### config.mk
export PLATFORM = sky130hd
export DESIGN_NAME = rate_monotonic_tick_scheduler_flat
export DESIGN_NICKNAME = d
export VERILOG_FILES = /design/src/hdl/rmts_pkg.sv /design/src/hdl/rmts_if.sv /design/src/hdl/rate_monotonic_tick_scheduler.sv /design/src/flat_wrapper.sv
export SDC_FILE = /design/constraint.sdc
export NUM_CORES = 1
export LEC_CHECK = 0
export BUFFER_PORTS_ARGS = -buffer_cell sky130_fd_sc_hd__buf_2
export CAP_MARGIN = 40
export CORE_MARGIN = 10
export CORE_UTILIZATION = 50
export CTS_CLUSTER_SIZE = 12
export DETAILED_ROUTE_END_ITERATION = 12
export PLACE_DENSITY_LB_ADDON = 0.25
export SLEW_MARGIN = 10
export SYNTH_ARGS = -nofsm -noshare
export SYNTH_HDL_FRONTEND = slang
export SYNTH_SLANG_ARGS = --single-unit
### constraint.sdc
create_clock -name clk -period 23.9 [get_ports clk]
set_input_delay 2.39 -clock clk [delete_from_list [all_inputs] [get_ports clk]]
set_output_delay 2.39 -clock clk [all_outputs]
set_load 0.1 [all_outputs]
### src/hdl/rmts_pkg.sv
package rmts_pkg;

    // Number of task slots held in the register file.
    localparam int SLOT_COUNT = 4;

    localparam int TASK_W  = 2;
    localparam int SEL_W   = 3;
    localparam int VAL_W   = 16;
    localparam int TIME_W  = 32;
    localparam int ADDR_W  = 5;
    localparam int DATA_W  = 32;

    typedef logic [TASK_W-1:0] task_idx_t;
    typedef logic [SEL_W-1:0]  sel_t;
    typedef logic [VAL_W-1:0]  val_t;
    typedef logic [TIME_W-1:0] tick_time_t;

    // Selection code for a tick on which no task runs.
    localparam sel_t SEL_IDLE = 3'd4;

    // Register groups: the upper address bit picks periods or bursts.
    localparam logic CFG_GRP_PERIOD = 1'b0;
    localparam logic CFG_GRP_BURST  = 1'b1;

endpackage

### src/hdl/rmts_if.sv
interface rmts_tick_if;
    logic valid;
    logic ready;
    logic restart;

    modport source (output valid, output restart, input ready);
    modport sink   (input valid, input restart, output ready);
endinterface

interface rmts_result_if;
    logic                   valid;
    logic                   ready;
    rmts_pkg::task_idx_t    running_task;
    logic                   cpu_idle;
    logic                   switched;
    rmts_pkg::tick_time_t   tick_time;

    modport source (output valid, output running_task, output cpu_idle,
                    output switched, output tick_time, input ready);
    modport sink   (input valid, input running_task, input cpu_idle,
                    input switched, input tick_time, output ready);
endinterface

### src/hdl/rate_monotonic_tick_scheduler.sv
// A tick accepted at a clock edge has its result on the output register from the
// next cycle on.
// Throughput: one tick per cycle while results are taken; the release countdowns, the
// four-way period compare and budget decrement sit between state and output registers.
// Reset: rst_n clears configuration, budgets, countdowns, time and the output
// valid flag at once; there is no clearing pass.
module rate_monotonic_tick_scheduler #(
    parameter int NUM_TASKS = 4
) (
    input  logic                          clk,
    input  logic                          rst_n,
    input  logic                          psel,
    input  logic                          penable,
    input  logic                          pwrite,
    input  logic [rmts_pkg::ADDR_W-1:0]   paddr,
    input  logic [rmts_pkg::DATA_W-1:0]   pwdata,
    output logic [rmts_pkg::DATA_W-1:0]   prdata,
    output logic                          pready,
    rmts_tick_if.sink                     tick_in,
    rmts_result_if.source                 result_out
);

    rmts_pkg::val_t       period_reg [rmts_pkg::SLOT_COUNT];
    rmts_pkg::val_t       burst_reg  [rmts_pkg::SLOT_COUNT];
    rmts_pkg::val_t       budget_reg [rmts_pkg::SLOT_COUNT];
    rmts_pkg::val_t       budget_next[rmts_pkg::SLOT_COUNT];
    rmts_pkg::val_t       cd_reg     [rmts_pkg::SLOT_COUNT];
    rmts_pkg::val_t       cd_next    [rmts_pkg::SLOT_COUNT];
    rmts_pkg::sel_t       last_reg;
    rmts_pkg::sel_t       sel_next;
    rmts_pkg::tick_time_t time_reg;
    rmts_pkg::tick_time_t time_cur;

    logic                 out_valid_reg;
    rmts_pkg::task_idx_t  out_task_reg;
    logic                 out_idle_reg;
    logic                 out_switched_reg;
    rmts_pkg::tick_time_t out_time_reg;

    logic                 found;
    rmts_pkg::task_idx_t  chosen;
    logic                 out_switched_comb;
    logic                 cfg_wr;
    logic                 tick_fire;
    logic [1:0]           cfg_slot;

    assign pready    = 1'b1;
    assign cfg_wr    = psel && penable && pwrite;
    assign cfg_slot  = paddr[3:2];
    assign tick_in.ready = !out_valid_reg || result_out.ready;
    assign tick_fire = tick_in.valid && tick_in.ready;

    always_comb
    begin
        if (paddr[4] == rmts_pkg::CFG_GRP_PERIOD)
        begin
            prdata = {16'd0, period_reg[cfg_slot]};
        end
        else
        begin
            prdata = {16'd0, burst_reg[cfg_slot]};
        end
    end

    always_ff @(posedge clk or negedge rst_n)
    begin
        if (!rst_n)
        begin
            for (int k = 0; k < rmts_pkg::SLOT_COUNT; k++)
            begin
                period_reg[k] <= '0;
                burst_reg[k]  <= '0;
            end
        end
        else if (cfg_wr)
        begin
            if (paddr[4] == rmts_pkg::CFG_GRP_PERIOD)
            begin
                period_reg[cfg_slot] <= pwdata[rmts_pkg::VAL_W-1:0];
            end
            else
            begin
                burst_reg[cfg_slot] <= pwdata[rmts_pkg::VAL_W-1:0];
            end
        end
    end

    // One tick: restart, releases, priority pick, budget decrement.
    always_comb
    begin
        rmts_pkg::val_t       bud [rmts_pkg::SLOT_COUNT];
        rmts_pkg::val_t       best;
        rmts_pkg::sel_t       last_cur;

        last_cur = last_reg;
        time_cur = time_reg;
        for (int k = 0; k < rmts_pkg::SLOT_COUNT; k++)
        begin
            bud[k]     = budget_reg[k];
            cd_next[k] = cd_reg[k];
        end
        if (tick_in.restart)
        begin
            last_cur = rmts_pkg::SEL_IDLE;
            time_cur = '0;
            for (int k = 0; k < rmts_pkg::SLOT_COUNT; k++)
            begin
                bud[k]     = '0;
                cd_next[k] = '0;
            end
        end

        for (int k = 0; k < rmts_pkg::SLOT_COUNT; k++)
        begin
            if (k >= NUM_TASKS || period_reg[k] == '0)
            begin
                bud[k]     = '0;
                cd_next[k] = '0;
            end
            else if (cd_next[k] == '0)
            begin
                bud[k]     = burst_reg[k];
                cd_next[k] = period_reg[k] - 16'd1;
            end
            else
            begin
                cd_next[k] = cd_next[k] - 16'd1;
            end
        end

        // Shortest period wins; strict compare keeps the lowest index on a tie.
        found  = 1'b0;
        chosen = '0;
        best   = '0;
        for (int k = 0; k < rmts_pkg::SLOT_COUNT; k++)
        begin
            if (k < NUM_TASKS && period_reg[k] != '0 && bud[k] != '0 &&
                (!found || period_reg[k] < best))
            begin
                found  = 1'b1;
                chosen = rmts_pkg::TASK_W'(k);
                best   = period_reg[k];
            end
        end

        sel_next = found ? {1'b0, chosen} : rmts_pkg::SEL_IDLE;
        for (int k = 0; k < rmts_pkg::SLOT_COUNT; k++)
        begin
            budget_next[k] = bud[k];
        end
        if (found)
        begin
            budget_next[chosen] = bud[chosen] - 16'd1;
        end
        out_switched_comb = (sel_next != last_cur);
    end

    always_ff @(posedge clk or negedge rst_n)
    begin
        if (!rst_n)
        begin
            for (int k = 0; k < rmts_pkg::SLOT_COUNT; k++)
            begin
                budget_reg[k] <= '0;
                cd_reg[k]     <= '0;
            end
            last_reg      <= rmts_pkg::SEL_IDLE;
            time_reg      <= '0;
            out_valid_reg <= 1'b0;
        end
        else
        begin
            if (tick_fire)
            begin
                for (int k = 0; k < rmts_pkg::SLOT_COUNT; k++)
                begin
                    budget_reg[k] <= budget_next[k];
                    cd_reg[k]     <= cd_next[k];
                end
                last_reg      <= sel_next;
                time_reg      <= time_cur + 32'd1;
                out_valid_reg <= 1'b1;
            end
            else if (result_out.ready)
            begin
                out_valid_reg <= 1'b0;
            end
        end
    end

    always_ff @(posedge clk)
    begin
        if (tick_fire)
        begin
            out_task_reg     <= found ? chosen : '0;
            out_idle_reg     <= !found;
            out_switched_reg <= out_switched_comb;
            out_time_reg     <= time_cur;
        end
    end

    assign result_out.valid        = out_valid_reg;
    assign result_out.running_task = out_task_reg;
    assign result_out.cpu_idle     = out_idle_reg;
    assign result_out.switched     = out_switched_reg;
    assign result_out.tick_time    = out_time_reg;

endmodule

### src/flat_wrapper.sv
// flat-port wrapper written by rule: the top's interface ports become plain ports
module rate_monotonic_tick_scheduler_flat 
#(
    parameter int NUM_TASKS = 4
)
  (clk, rst_n, psel, penable, pwrite, paddr, pwdata, prdata, pready, tick_in_valid, tick_in_restart, tick_in_ready, result_out_valid, result_out_running_task, result_out_cpu_idle, result_out_switched, result_out_tick_time, result_out_ready);
  rmts_tick_if tick_in_i ();
  rmts_result_if result_out_i ();
  input  logic clk;
  input  logic rst_n;
  input  logic psel;
  input  logic penable;
  input  logic pwrite;
  input  logic [rmts_pkg::ADDR_W-1:0] paddr;
  input  logic [rmts_pkg::DATA_W-1:0] pwdata;
  output logic [rmts_pkg::DATA_W-1:0] prdata;
  output logic pready;
  input wire logic [$bits(tick_in_i.valid)-1:0] tick_in_valid;
  input wire logic [$bits(tick_in_i.restart)-1:0] tick_in_restart;
  output wire logic [$bits(tick_in_i.ready)-1:0] tick_in_ready;
  output wire logic [$bits(result_out_i.valid)-1:0] result_out_valid;
  output wire logic [$bits(result_out_i.running_task)-1:0] result_out_running_task;
  output wire logic [$bits(result_out_i.cpu_idle)-1:0] result_out_cpu_idle;
  output wire logic [$bits(result_out_i.switched)-1:0] result_out_switched;
  output wire logic [$bits(result_out_i.tick_time)-1:0] result_out_tick_time;
  input wire logic [$bits(result_out_i.ready)-1:0] result_out_ready;
  assign tick_in_i.valid = tick_in_valid;
  assign tick_in_i.restart = tick_in_restart;
  assign tick_in_ready = tick_in_i.ready;
  assign result_out_valid = result_out_i.valid;
  assign result_out_running_task = result_out_i.running_task;
  assign result_out_cpu_idle = result_out_i.cpu_idle;
  assign result_out_switched = result_out_i.switched;
  assign result_out_tick_time = result_out_i.tick_time;
  assign result_out_i.ready = result_out_ready;
  rate_monotonic_tick_scheduler #(.NUM_TASKS(NUM_TASKS)) u_core (.clk(clk), .rst_n(rst_n), .psel(psel), .penable(penable), .pwrite(pwrite), .paddr(paddr), .pwdata(pwdata), .prdata(prdata), .pready(pready), .tick_in(tick_in_i), .result_out(result_out_i));
endmodule
# After elaboration in Yosys (flattened, before gate mapping)

Cells that the tools add are included.

Bits in registers: 328
Bits of input ports: 45
Output and inout bits: 71
Word-level logic and storage cells: 135

$add $sub $neg: 10
Magnitude comparators: 7
Equality and inequality tests: 1
Mux-type cells: 51
Bitwise operators: 3
Reductions and logical operators: 40

Operator list:

| operator              | number |
|---|---|
| $mux 16               | 28 |
| $bwmux 64             | 3 |
| $mux 64               | 3 |
| $sub 16x1->16 const B | 9 |
| $logic_not 16->1      | 8 |
| $reduce_bool 16->1    | 8 |
| $bmux 16 s2           | 3 |
| $demux 16 s2          | 2 |
| $lt 16x16->1          | 3 |
| $add 32x1->32 const B | 1 |
| $mux 32               | 1 |
| $logic_and 1x1->1     | 12 |
| $mux 1                | 7 |
| $ge 3x3->1 const B    | 2 |
| $lt 3x1->1 const B    | 2 |
| $mux 3                | 2 |
| $not 2->3             | 2 |
| $logic_not 1->1       | 5 |
| $logic_or 1x1->1      | 4 |
| $mux 2                | 2 |
| $reduce_and 2->1      | 2 |
| $ne 3x3->1            | 1 |
| $reduce_bool 2->1     | 1 |
| $not 1->1             | 1 |

# Longest topological paths before layout

Gate-level depths: netlist (run 1).

Depth in word-level cells: 26
Gate-level depth with buffers: 49
Gate-level depth less buffers: 37

# Worst setup path before layout (run 1)

No wires, ideal clock.

Kind: input -> register
Start: input tick_in_restart
End: register u_core.budget_reg[10] in the netlist's numbering
Library setup time: 197 ps
Arrival time: 11,600 ps
Data required time: 23,703 ps
Slack: 12,103 ps
Stages on the path: 45
Cell sequence: clkbuf_1 > a41oi_4 > mux2i_1 > nor2_1 > clkbuf_1 > nand2_1 > ha_1 > o21ai_0 > a21oi_1 > a221oi_1 > a211oi_2 > nor2_2 > buf_4 > buf_1 > buf_1 > nor2_1 > a21oi_1 > ha_1 > (+9 left out) > ha_1 > a21o_1 > a21o_1 > a21oi_1 > o211ai_1 > nor4b_1 > o211ai_1 > nand3_1 > buf_2 > clkbuf_1 > clkbuf_1 > nand2_1 > o21ai_0 > ha_1 > nand2_1 > or4_1 > a32oi_1 > a21oi_1

Word-level cells in the longest chain between the ends: 26
Elaborated cells between the ends (all ways): 56
Those cells by class: 1 x add/sub; 5 x order compare; 27 x mux; 1 x bitwise; 22 x reduce/logical

Ends and longest elaborated chain:

| what                                                                      | line                                 | text |
|---|---|---|
| from (decl)                                                               | flat_wrapper.sv:19                   | `input wire logic [$bits(tick_in_i.restart)-1:0] tick_in_restart;` |
| $mux 64                                                                   | rate_monotonic_tick_scheduler.sv:102 | `if (tick_in.restart)` |
| $logic_not 16->1                                                          | rate_monotonic_tick_scheduler.sv:120 | `else if (cd_next[k] == '0)` |
| $mux 16                                                                   | rate_monotonic_tick_scheduler.sv:120 |  |
| $mux 16                                                                   | rate_monotonic_tick_scheduler.sv:115 | `if (k >= NUM_TASKS \|\| period_reg[k] == '0)` |
| $reduce_bool 16->1                                                        | rate_monotonic_tick_scheduler.sv:137 | `if (k < NUM_TASKS && period_reg[k] != '0 && bud[k] != '0 &&` |
| $logic_and 1x1->1                                                         | rate_monotonic_tick_scheduler.sv:137 |  |
| $mux 16 / $mux 1 (equally long branches)                                  | rate_monotonic_tick_scheduler.sv:137 |  |
| $lt 16x16->1 / $logic_not 1->1 (equally long branches)                    | rate_monotonic_tick_scheduler.sv:138 | `(!found \|\| period_reg[k] < best))` |
| (+10 left out)                                                            | --                                   |  |
| $mux 2                                                                    | rate_monotonic_tick_scheduler.sv:137 |  |
| $not 2->3 (not written as such)                                           | rate_monotonic_tick_scheduler.sv:153 | `budget_next[chosen] = bud[chosen] - 16'd1;` |
| $bmux 16 s2, or another cell as far along                                 | rate_monotonic_tick_scheduler.sv:153 |  |
| $mux 16 (not written as such) / $logic_and 1x1->1 (equally long branches) | rate_monotonic_tick_scheduler.sv:153 |  |
| $mux 16 (not written as such)                                             | rate_monotonic_tick_scheduler.sv:153 |  |
| $sub 16x1->16 / $demux 16 s2 (equally long branches)                      | rate_monotonic_tick_scheduler.sv:153 |  |
| $bwmux 64                                                                 | rate_monotonic_tick_scheduler.sv:153 |  |
| $mux 64 *                                                                 | rate_monotonic_tick_scheduler.sv:151 | `if (found)` |
| to (signal, indexed assignment)                                           | rate_monotonic_tick_scheduler.sv:177 | `budget_reg[k] <= budget_next[k];` |
| to (decl)                                                                 | rate_monotonic_tick_scheduler.sv:25  | `rmts_pkg::val_t budget_reg [rmts_pkg::SLOT_COUNT];` |

Every way passes the cells marked *; elsewhere a longest branch is shown, timed or not. The select of a mux whose other input is x is not followed.
A chain may end at the register's enable or synchronous reset.

# Final worst setup path (run 1)

Start: input tick_in_restart
End: register u_core.budget_reg[44] in the netlist's numbering

Same word-level chain as after synthesis.

==> metrics, run 1 <==
Max clock buf depth 3; cts bufs inserted 39; Worst R2R Setup Slack 12.61 ns; Mapped Avg Cell Area ~9.7 um2; post-synthesis async set-or-reset flop share between 80 and 90%; Place WS approximately 11 ns; Critical Path RT approximately 24 ns; Die Wd 223 um; Synth Flop Type dfrtp_1; vias in the first global route about 17000; Vias 17800; ratio of cells with drive above 1 in the final layout a little under a fifth; Seq cells post-synth 328; crit-path max cell delay between 0.7 and 0.8 ns; Final nets about 2200; synth warn 0; initial antenna violation count 0; Final Hold Violating Endpoints 0; PnR worst setup slack approximately 11 ns; post-CTS repair timing setup buffer count 0; RR Startpoint u_core.cd_reg[59]; Yosys cell types between 80 and 90; remaining global-route overflow 0; commonest non-fill, non-tap cells in the layout dfrtp_1 (291), nand2_1 (261), mux2_2 (157); FF-to-FF End u_core.budget_reg[44]; Tmin final approximately 13 ns; clock skew between 0.02 and 0.03 ns; Worst EP arrival between 10 and 15 ns; RD Place Congestion between 0.9 and 1; clk sink count roughly 330; outcome finished, final reports clean; crit start category input pin; Final Max Tran Viols 0; wirelength, routed slightly below 70000 um; hold path start u_core.time_reg[0]; Routed Antenna Nets 0; post-synthesis cell area 0.0205 mm2; post-cts resize count 0; first-pass GRT wire length about 100000 um; DRT iter0 DRCs between 1500 and 2000; CP endpoint kind flip-flop; CP Max Fanout 52; maxcap violations 0; pwr dens between 100 and 150 mW/mm2; fmax between 0.07 and 0.08 GHz; final setup vio count 0; Crit Path Class input pin to flip-flop; CTS Root Cell clkbuf_16; DPL Wire Length around 48000 um; Worst VDD drop a little over 0.09 mV; synth top area cells dfrtp_1 (35%), mux2_2 (8.6%), edfxtp_1 (5.3%), nand2_1 (4.8%), mux4_2 (3.5%); wire per inst between 20 and 30 um; Vias/cell between 6 and 7; Yosys top cell by area dfrtp_1; worst-margin pin slew slightly above 0.9 ns; Die Height approximately 220 um; Slew Limit Headroom around 38%; Leak around 9.6 nW; Die ar. between 0.04 and 0.05 mm2; Initial Util about half; worst min path class flip-flop to flip-flop; EDFF count, synth 36; post-cts hold buffer count 0; Slowest-stage cell, CP a2111oi_0; Ports ~120; Worst-path clk slew about 0.06 ns; Total GRT Usage a little over a quarter; I/O Buffers 80; commonest non-fill, non-tap cell in the layout dfrtp_1; sequential share of the synthesized area between 40% and 50%; Worst Hold Path Cells 2; Hold Path Sink u_core.time_reg[0]; Area Overhead vs Synth 10.8%; total negative slack 0 ns; cells on worst reg2reg path 38; DR DRC count 0; Ant. Diodes 0; TritonCTS clock tree yes; placed cell count about 2600; final total power roughly 2.8 mW; Cell Count, Final, Fillers Out around 2700; Core Util, Final 55.9%; clk_lat worst skew a little under 0.6 ns; largest net degree at the start of global routing 93; CORE AREA a little over 0.04 mm2; H-Tree Depth 2; Synth top area share a little over a third; CP Launch Point tick_in_restart; standard-cell rows 74; DR pass1 iterations 6; RSZ-0062 raised after global routing no; Post-Synthesis Cells 2120; final period utilization between 50% and 60%
## worst max-delay path by stage
stage,to,slack [ns]
6_report,u_core.budget_reg[44],11.24
5_1_grt,u_core.budget_reg[44],10.59
4_1_cts,u_core.budget_reg[12],11.50
3_5_place_dp,u_core.budget_reg[44],10.95
3_3_place_gp,u_core.budget_reg[63],10.71
2_1_floorplan,u_core.budget_reg[10],12.10
## where the power goes
group	total [mW]	switching (mW)	internal, mW
Combinational	1.29	0.820	0.468
Clock	0.632	0.247	0.385
Sequential	0.898	0.193	0.705
Total	2.82	1.26	1.56
## cell usage after synthesis (all sizes together) (26+ instances only)
cell	count
a21oi	138
a22o	44
a22oi	51
and3	38
buf	55
clkbuf	96
dfrtp	291
edfxtp	36
ha	51
mux2	158
mux2i	33
mux4	32
nand2	262
nand3	89
nand4	28
nor2	127
nor2b	41
nor3	31
nor4	69
o211ai	29
o21ai	110
or3	26
xnor2	51
xor2	29
## critical path, delay by kind of cell
| kind | cells | cell delay [ns] |
|---|---|---|
| AO/OA/AOI/OAI | 18 | 5.22 |
| adder cells (fa/ha/maj) | 4 | 1.15 |
| buffers and inverters | 5 | 1.67 |
| multiplexers | 1 | 0.43 |
| AND/OR/NAND/NOR | 10 | 2.19 |
## stage by stage
stage	cell area, um2	hold slack, ns
after global placement	21300	0.483
after floorplan	20600	0.463
after global routing	22800	0.528
after CTS	22800	0.513
after detailed placement	21400	0.500
final	22800	0.514
## kinds of logic after synthesis
family,after synthesis,synth area share (%)
AO/OA/AOI/OAI,498,16.1
multiplexers,223,13.9
XOR/XNOR,80,3.41
buffers and inverters,169,3.61
flip-flops,328,40.9
AND/OR/NAND/NOR,769,19.0
adder cells (fa/ha/maj),51,3.11
other,2,0.0366
## layout make-up
class | count | area, um2
Clock buffer | 58 | 1140
Fill cell | 3610 | 18000
Multi-Input combinational cell | 1638 | 11500
Sequential cell | 328 | 8390
Tap cell | 532 | 666
Clock inverter | 12 | 200
Timing Repair Buffer | 118 | 782
Inverter | 18 | 71.3
## layer usage
layer | global-route usage [%] | wire (um)
met5 | 0 | 0
met3 | 4.38 | 4760
met2 | 42.0 | 31600
met1 | 33.9 | 27600
met4 | 15.7 | 4190
No activity file was read; power rests on OpenSTA's default activity.
==> run 2, diff against run 1 <==
==> constraint.sdc (replaced) <==
create_clock -name clk -period 10.9 [get_ports clk]
set_input_delay 1.09 -clock clk [delete_from_list [all_inputs] [get_ports clk]]
set_output_delay 1.09 -clock clk [all_outputs]
set_load 0.1 [all_outputs]
==> run 2 against run 1 <==
First-iteration DRC count unchanged. Combinational power up 120%. Wire length up 1.1%. Design area down 0.56%. Register-to-register slack worse by 12 ns. Sequential share of layout area up 0.21 points. Count of clock-buffer cells in the layout down 6. Critical endpoint is now u_core.budget_reg[61].
==> metrics, run 2 (same netlist as run 1, synthesis figures left out) <==
Critical Path RT 11.40 ns (was 24.39 ns); pwr dens 270 mW/mm2 (was 124 mW/mm2); Die Height 223 um (unchanged); Tmin final 10.18 ns; Leak 9.53 nW (was 9.57 nW); total negative slack 0 ns (unchanged); Final Max Tran Viols 0 (unchanged); largest net degree at the start of global routing 159 (was 93); CTS Root Cell clkbuf_16 (unchanged); cts bufs inserted 39 (unchanged); vias in the first global route 17600 (was 17300); ratio of cells with drive above 1 in the final layout 18.7% (was 19.0%); wire per inst 25.4 um (was 25.2 um); initial antenna violation count 1 (was 0); post-cts resize count 0 (unchanged); clk sink count 328 (unchanged); outcome finished, final reports clean (unchanged); final setup vio count 0 (unchanged); Routed Antenna Nets 0 (unchanged); Total GRT Usage 27.2% (was 26.6%); CORE AREA 0.0407 mm2 (unchanged); Max clock buf depth 3 (unchanged); Die Wd 223 um (unchanged); post-cts hold buffer count 0 (unchanged); wirelength, routed 68800 um (was 68100 um); hold path start u_core.time_reg[0] (unchanged); FF-to-FF End u_core.budget_reg[61] (was u_core.budget_reg[44]); Slowest-stage cell, CP a41oi_4 (was a2111oi_0); worst min path class flip-flop to flip-flop (unchanged); commonest non-fill, non-tap cell in the layout dfrtp_1 (unchanged); Ports 116 (unchanged); TritonCTS clock tree yes (unchanged); Cell Count, Final, Fillers Out 2706 (was 2704); Hold Path Sink u_core.time_reg[0] (unchanged); H-Tree Depth 2 (unchanged); Worst Hold Path Cells 2 (unchanged); Crit Path Class input pin to flip-flop (unchanged); CP endpoint kind flip-flop (unchanged); DRT iter0 DRCs 1806 (unchanged); RR Startpoint u_core.cd_reg[56] (was u_core.cd_reg[59]); first-pass GRT wire length 106000 um (was 104000 um); placed cell count 2635 (was 2634); Worst R2R Setup Slack 0.81 ns (was 12.61 ns); CP bufs+invs 4 (was 5); RSZ-0062 raised after global routing no (unchanged); Worst EP arrival 10.68 ns (was 13.15 ns); CP Max Fanout 31 (was 52); clock skew 0.0234 ns (was 0.0269 ns); DR DRC count 0 (unchanged); Final Hold Violating Endpoints 0 (unchanged); DPL Wire Length 49100 um (was 48300 um); Initial Util 50.4% (unchanged); Critical Path Most Common Cell nand2_1; DR pass1 iterations 6 (unchanged); remaining global-route overflow 0 (unchanged); I/O Buffers 80 (unchanged); crit-path max cell delay 0.68 ns (was 0.75 ns); Vias 17800 (about the same); final period utilization 93.4%; Worst VDD drop 0.200 mV (was 0.0912 mV); crit start category input pin (unchanged); Largest delay share family, worst path compound AO/OA/AOI/OAI gates (unchanged); Final nets 2241 (was 2239); cells on worst reg2reg path 37 (was 38); worst-margin pin slew 1.06 ns (was 0.931 ns); Vias/cell 6.56 (was 6.59); commonest non-fill, non-tap cells in the layout dfrtp_1 (291), nand2_1 (261), mux2_2 (157) (unchanged); maxcap violations 0 (unchanged); Die ar. 0.0496 mm2 (unchanged); RD Place Congestion 0.987 (was 0.971); post-CTS repair timing setup buffer count 0 (unchanged); fmax just under 0.1 GHz; Slew Limit Headroom 29.1% (was 37.7%); standard-cell rows 74 (unchanged); clk_lat worst skew 0.58 ns (about the same); Worst-path clk slew 0.06 ns (about the same); Area Overhead vs Synth 10.2% (was 10.8%)
-- run 2: final cells by class --
class	instances	area [um2]
Tap cell	532	666
Multi-Input combinational cell	1638	11500
Clock inverter	17	133
Inverter	18	71.3
Clock buffer	52	1100
Fill cell	3611	18100
Timing Repair Buffer	120	781
Antenna cell	1	2.50
Sequential cell	328	8390
-- run 2: worst register-to-register path, delay by kind of cell, from the launching register on --
kind | cells | cell delay (ns)
AOI/OAI and AO/OA | 15 | 3.64
adders and majority gates | 3 | 0.93
buffers and inverters | 3 | 0.71
DFF | 1 | 0.43
muxes | 1 | 0.26
and+or+nand+nor | 15 | 4.03
-- run 2: how the worst max path moves through the flow --
stage | start | end | slack, ns | cells after the start
2_1_floorplan | tick_in_restart | u_core.budget_reg[10] | 0.40 | 45
3_3_place_gp | tick_in_restart | u_core.budget_reg[61] | 0.57 | 37
3_5_place_dp | tick_in_restart | u_core.budget_reg[63] | 0.47 | 32
4_1_cts | tick_in_restart | u_core.budget_reg[61] | 1.01 | 37
5_1_grt | tick_in_restart | u_core.budget_reg[10] | 0.08 | 35
6_report | tick_in_restart | u_core.budget_reg[61] | 0.72 | 37
-- run 2: through the flow --
step | power (mW) | hold slack, ns | setup slack, ns | util, % | instance area (um2)
floorplan | 3.96 | 0.463 | 0.403 | - | 20600
global placement | 4.72 | 0.484 | 0.571 | 52.3 | 21300
detailed placement | 4.78 | 0.490 | 0.471 | 52.5 | 21400
CTS | 6.06 | 0.502 | 1.01 | 55.5 | 22600
global route | 6.45 | 0.537 | 0.0792 | 55.5 | 22600
finish | 6.11 | 0.508 | 0.717 | 55.5 | 22600
-- run 2: power by group --
part	leakage, nW	internal, mW	switching (mW)	total (mW)
Combinational	4.84	1.05	1.82	2.87
Clock	0.590	0.713	0.552	1.26
Sequential	4.10	1.55	0.434	1.98
Total	9.53	3.31	2.81	6.11
-- run 2: routing by layer --
| metal | vias up | global-route usage (%) | share of wire (%) |
|---|---|---|---|
| met5 | - | 0 | 0 |
| met4 | 0 | 16.5 | 6.4 |
| met3 | 200 | 4.46 | 6.9 |
| met2 | 783 | 43.2 | 47 |
| met1 | 8864 | 34.1 | 40 |
| li1 | 7905 | - | - |
==> run 3, diff against run 2 <==
==> constraint.sdc (replaced) <==
create_clock -name clk -period 10.4 [get_ports clk]
set_input_delay 1.04 -clock clk [delete_from_list [all_inputs] [get_ports clk]]
set_output_delay 1.04 -clock clk [all_outputs]
set_load 0.1 [all_outputs]
==> run 3 against run 2 <==
Clock skew rose by 0.0097 ns. Sequential cell count did not move. Combinational power rose by 6%. Sequential power rose by 5%. Largest cell class unchanged. Highest routed layer unchanged.
==> metrics, run 3 (same netlist as run 1, synthesis figures left out) <==
outcome finished, final reports clean (unchanged); standard-cell rows 74 (unchanged); crit start category flip-flop (was input pin); Die ar. 0.0496 mm2 (unchanged); DR pass1 iterations 5 (was 6); Cell Count, Final, Fillers Out 2716 (was 2706); clk sink count 328 (unchanged); Initial Util 50.4% (unchanged); Routed Antenna Nets 0 (unchanged); Total GRT Usage 26.9% (was 27.2%); final setup vio count 0 (unchanged); Final Hold Violating Endpoints 0 (unchanged); Vias 17900 (was 17800); Worst VDD drop 0.243 mV (was 0.200 mV); Worst R2R Setup Slack 0.69 ns (was 0.81 ns); Tmin final roughly 9.7 ns; Crit Path Class flip-flop to flip-flop (was input pin to flip-flop); CP Launch Point u_core.budget_reg[57] (was tick_in_restart); CORE AREA 0.0407 mm2 (unchanged); maxcap violations 0 (unchanged); H-Tree Depth 2 (unchanged); post-cts resize count 0 (unchanged); worst min path class input pin to asynchronous set/reset pin (was flip-flop to flip-flop); I/O Buffers 80 (unchanged); CP endpoint kind flip-flop (unchanged); CTS Root Cell clkbuf_16 (unchanged); RSZ-0062 raised after global routing no (unchanged); total negative slack 0 ns (unchanged); post-cts hold buffer count 0 (unchanged); initial antenna violation count 1 (unchanged); final period utilization between 90% and 100%; crit-path max cell delay 0.58 ns (was 0.68 ns); register share of total power 31.7% (was 32.4%); commonest non-fill, non-tap cell in the layout dfrtp_1 (unchanged); Critical Path RT 10.88 ns (was 11.40 ns); remaining global-route overflow 0 (unchanged); DRT iter0 DRCs 2092 (was 1806); post-CTS repair timing setup buffer count 0 (unchanged); Worst EP arrival 10.19 ns (was 10.68 ns); vias in the first global route 17300 (was 17600); commonest non-fill, non-tap cells in the layout dfrtp_1 (291), nand2_1 (261), mux2_2 (157) (unchanged); cells on worst reg2reg path 35 (was 37); ratio of cells with drive above 1 in the final layout 19.6% (was 18.7%); Die Wd 223 um (unchanged); RR Startpoint u_core.budget_reg[57] (was u_core.cd_reg[56]); Vias/cell 6.59 (was 6.56); FF-to-FF End u_core.budget_reg[44] (was u_core.budget_reg[61]); DPL Wire Length 49000 um (was 49100 um); TritonCTS clock tree yes (unchanged); CP Max Fanout 31 (unchanged); clock skew 0.0331 ns (was 0.0234 ns); wirelength, routed 68400 um (was 68800 um); Leak 9.61 nW (was 9.53 nW); first-pass GRT wire length 105000 um (was 106000 um); worst hold slack 0.477 ns (was 0.508 ns); placed cell count 2642 (was 2635); wire per inst 25.2 um (was 25.4 um); internal power 3.56 mW (was 3.31 mW); fmax a little over 0.1 GHz; DR DRC count 0 (unchanged); Area Overhead vs Synth 11.1% (was 10.2%); Final Max Tran Viols 0 (unchanged); Worst-path clk slew 0.06 ns (about the same); Max clock buf depth 3 (unchanged); largest net degree at the start of global routing 98 (was 159); cts bufs inserted 39 (unchanged); RD Place Congestion 1.00 (was 0.987); Slowest-stage cell, CP a221oi_1 (was a41oi_4); pwr dens 286 mW/mm2 (was 270 mW/mm2); Comb pwr share 46.6% (was 46.9%); Net Switching 2.97 mW (was 2.81 mW); Die Height 223 um (unchanged); Clock power frac 21.7% (was 20.7%); sw frac 45.5% (was 45.9%); Final nets 2248 (was 2241); Slew Limit Headroom 35.4% (was 29.1%); clk_lat worst skew 0.59 ns (was 0.58 ns); worst-margin pin slew 0.965 ns (was 1.06 ns); Ports 116 (unchanged)
==> run 3: final cells by class <==
cell class / count / area, um2
fillers: 3590 / 17900
multi-input cells: 1639 / 11500
flip-flops and latches: 328 / 8390
clock buffers: 57 / 1160
repair buffers: 126 / 836
well taps: 532 / 666
clock inverters: 15 / 173
inverters: 18 / 71.3
diodes: 1 / 2.50
==> run 3: power groups by stage <==
stage                     Clock (mW)  Combinational [mW]  Sequential [mW]
after floorplan                    0                2.20             1.95
final                           1.41                3.04             2.07
after global placement             0                2.90             2.06
after detailed placement           0                2.97             2.07
after CTS                       1.43                2.98             2.05
after global routing            1.49                3.29             2.10
==> run 3: metal layers <==
layer / global-route usage, % / share of wire (%) / vias to the layer above
li1: - / - / 7965
met1: 34.7 / 40 / 8905
met2: 41.9 / 46 / 828
met3: 5.36 / 8.2 / 190
met4: 14.3 / 5.8 / 0
met5: 0 / 0 / -
==> run 3: how the worst max path moves through the flow <==
stage | to | slack [ns] | cells past startpoint
after detailed placement | u_core.budget_reg[63] | 0.23 | 34
after CTS | u_core.budget_reg[63] | 0.44 | 34
after global routing | u_core.budget_reg[44] | 0.09 | 35
after global placement | u_core.budget_reg[63] | 0.44 | 33
after floorplan | u_core.budget_reg[10] | 0.04 | 45
final | u_core.budget_reg[44] | 0.69 | 35
==> run 3: metrics by stage <==
stage	power (mW)	util, %	instance area (um2)	setup WS, ns
after detailed placement	5.03	52.7	21500	0.228
final	6.53	56.0	22800	0.695
after floorplan	4.15	-	20600	0.0390
after global routing	6.87	56.0	22800	0.0879
after CTS	6.46	55.9	22800	0.444
after global placement	4.96	52.3	21300	0.439
==> run 3: worst max-delay path, delay by kind of cell, from the launching register on <==
kind	cells	cell delay, ns
flip-flops	1	0.41
buffers and inverters	2	0.45
adder cells (fa/ha/maj)	3	0.87
multiplexers	2	0.55
AND/OR/NAND/NOR	11	2.77
AO/OA/AOI/OAI	17	4.54
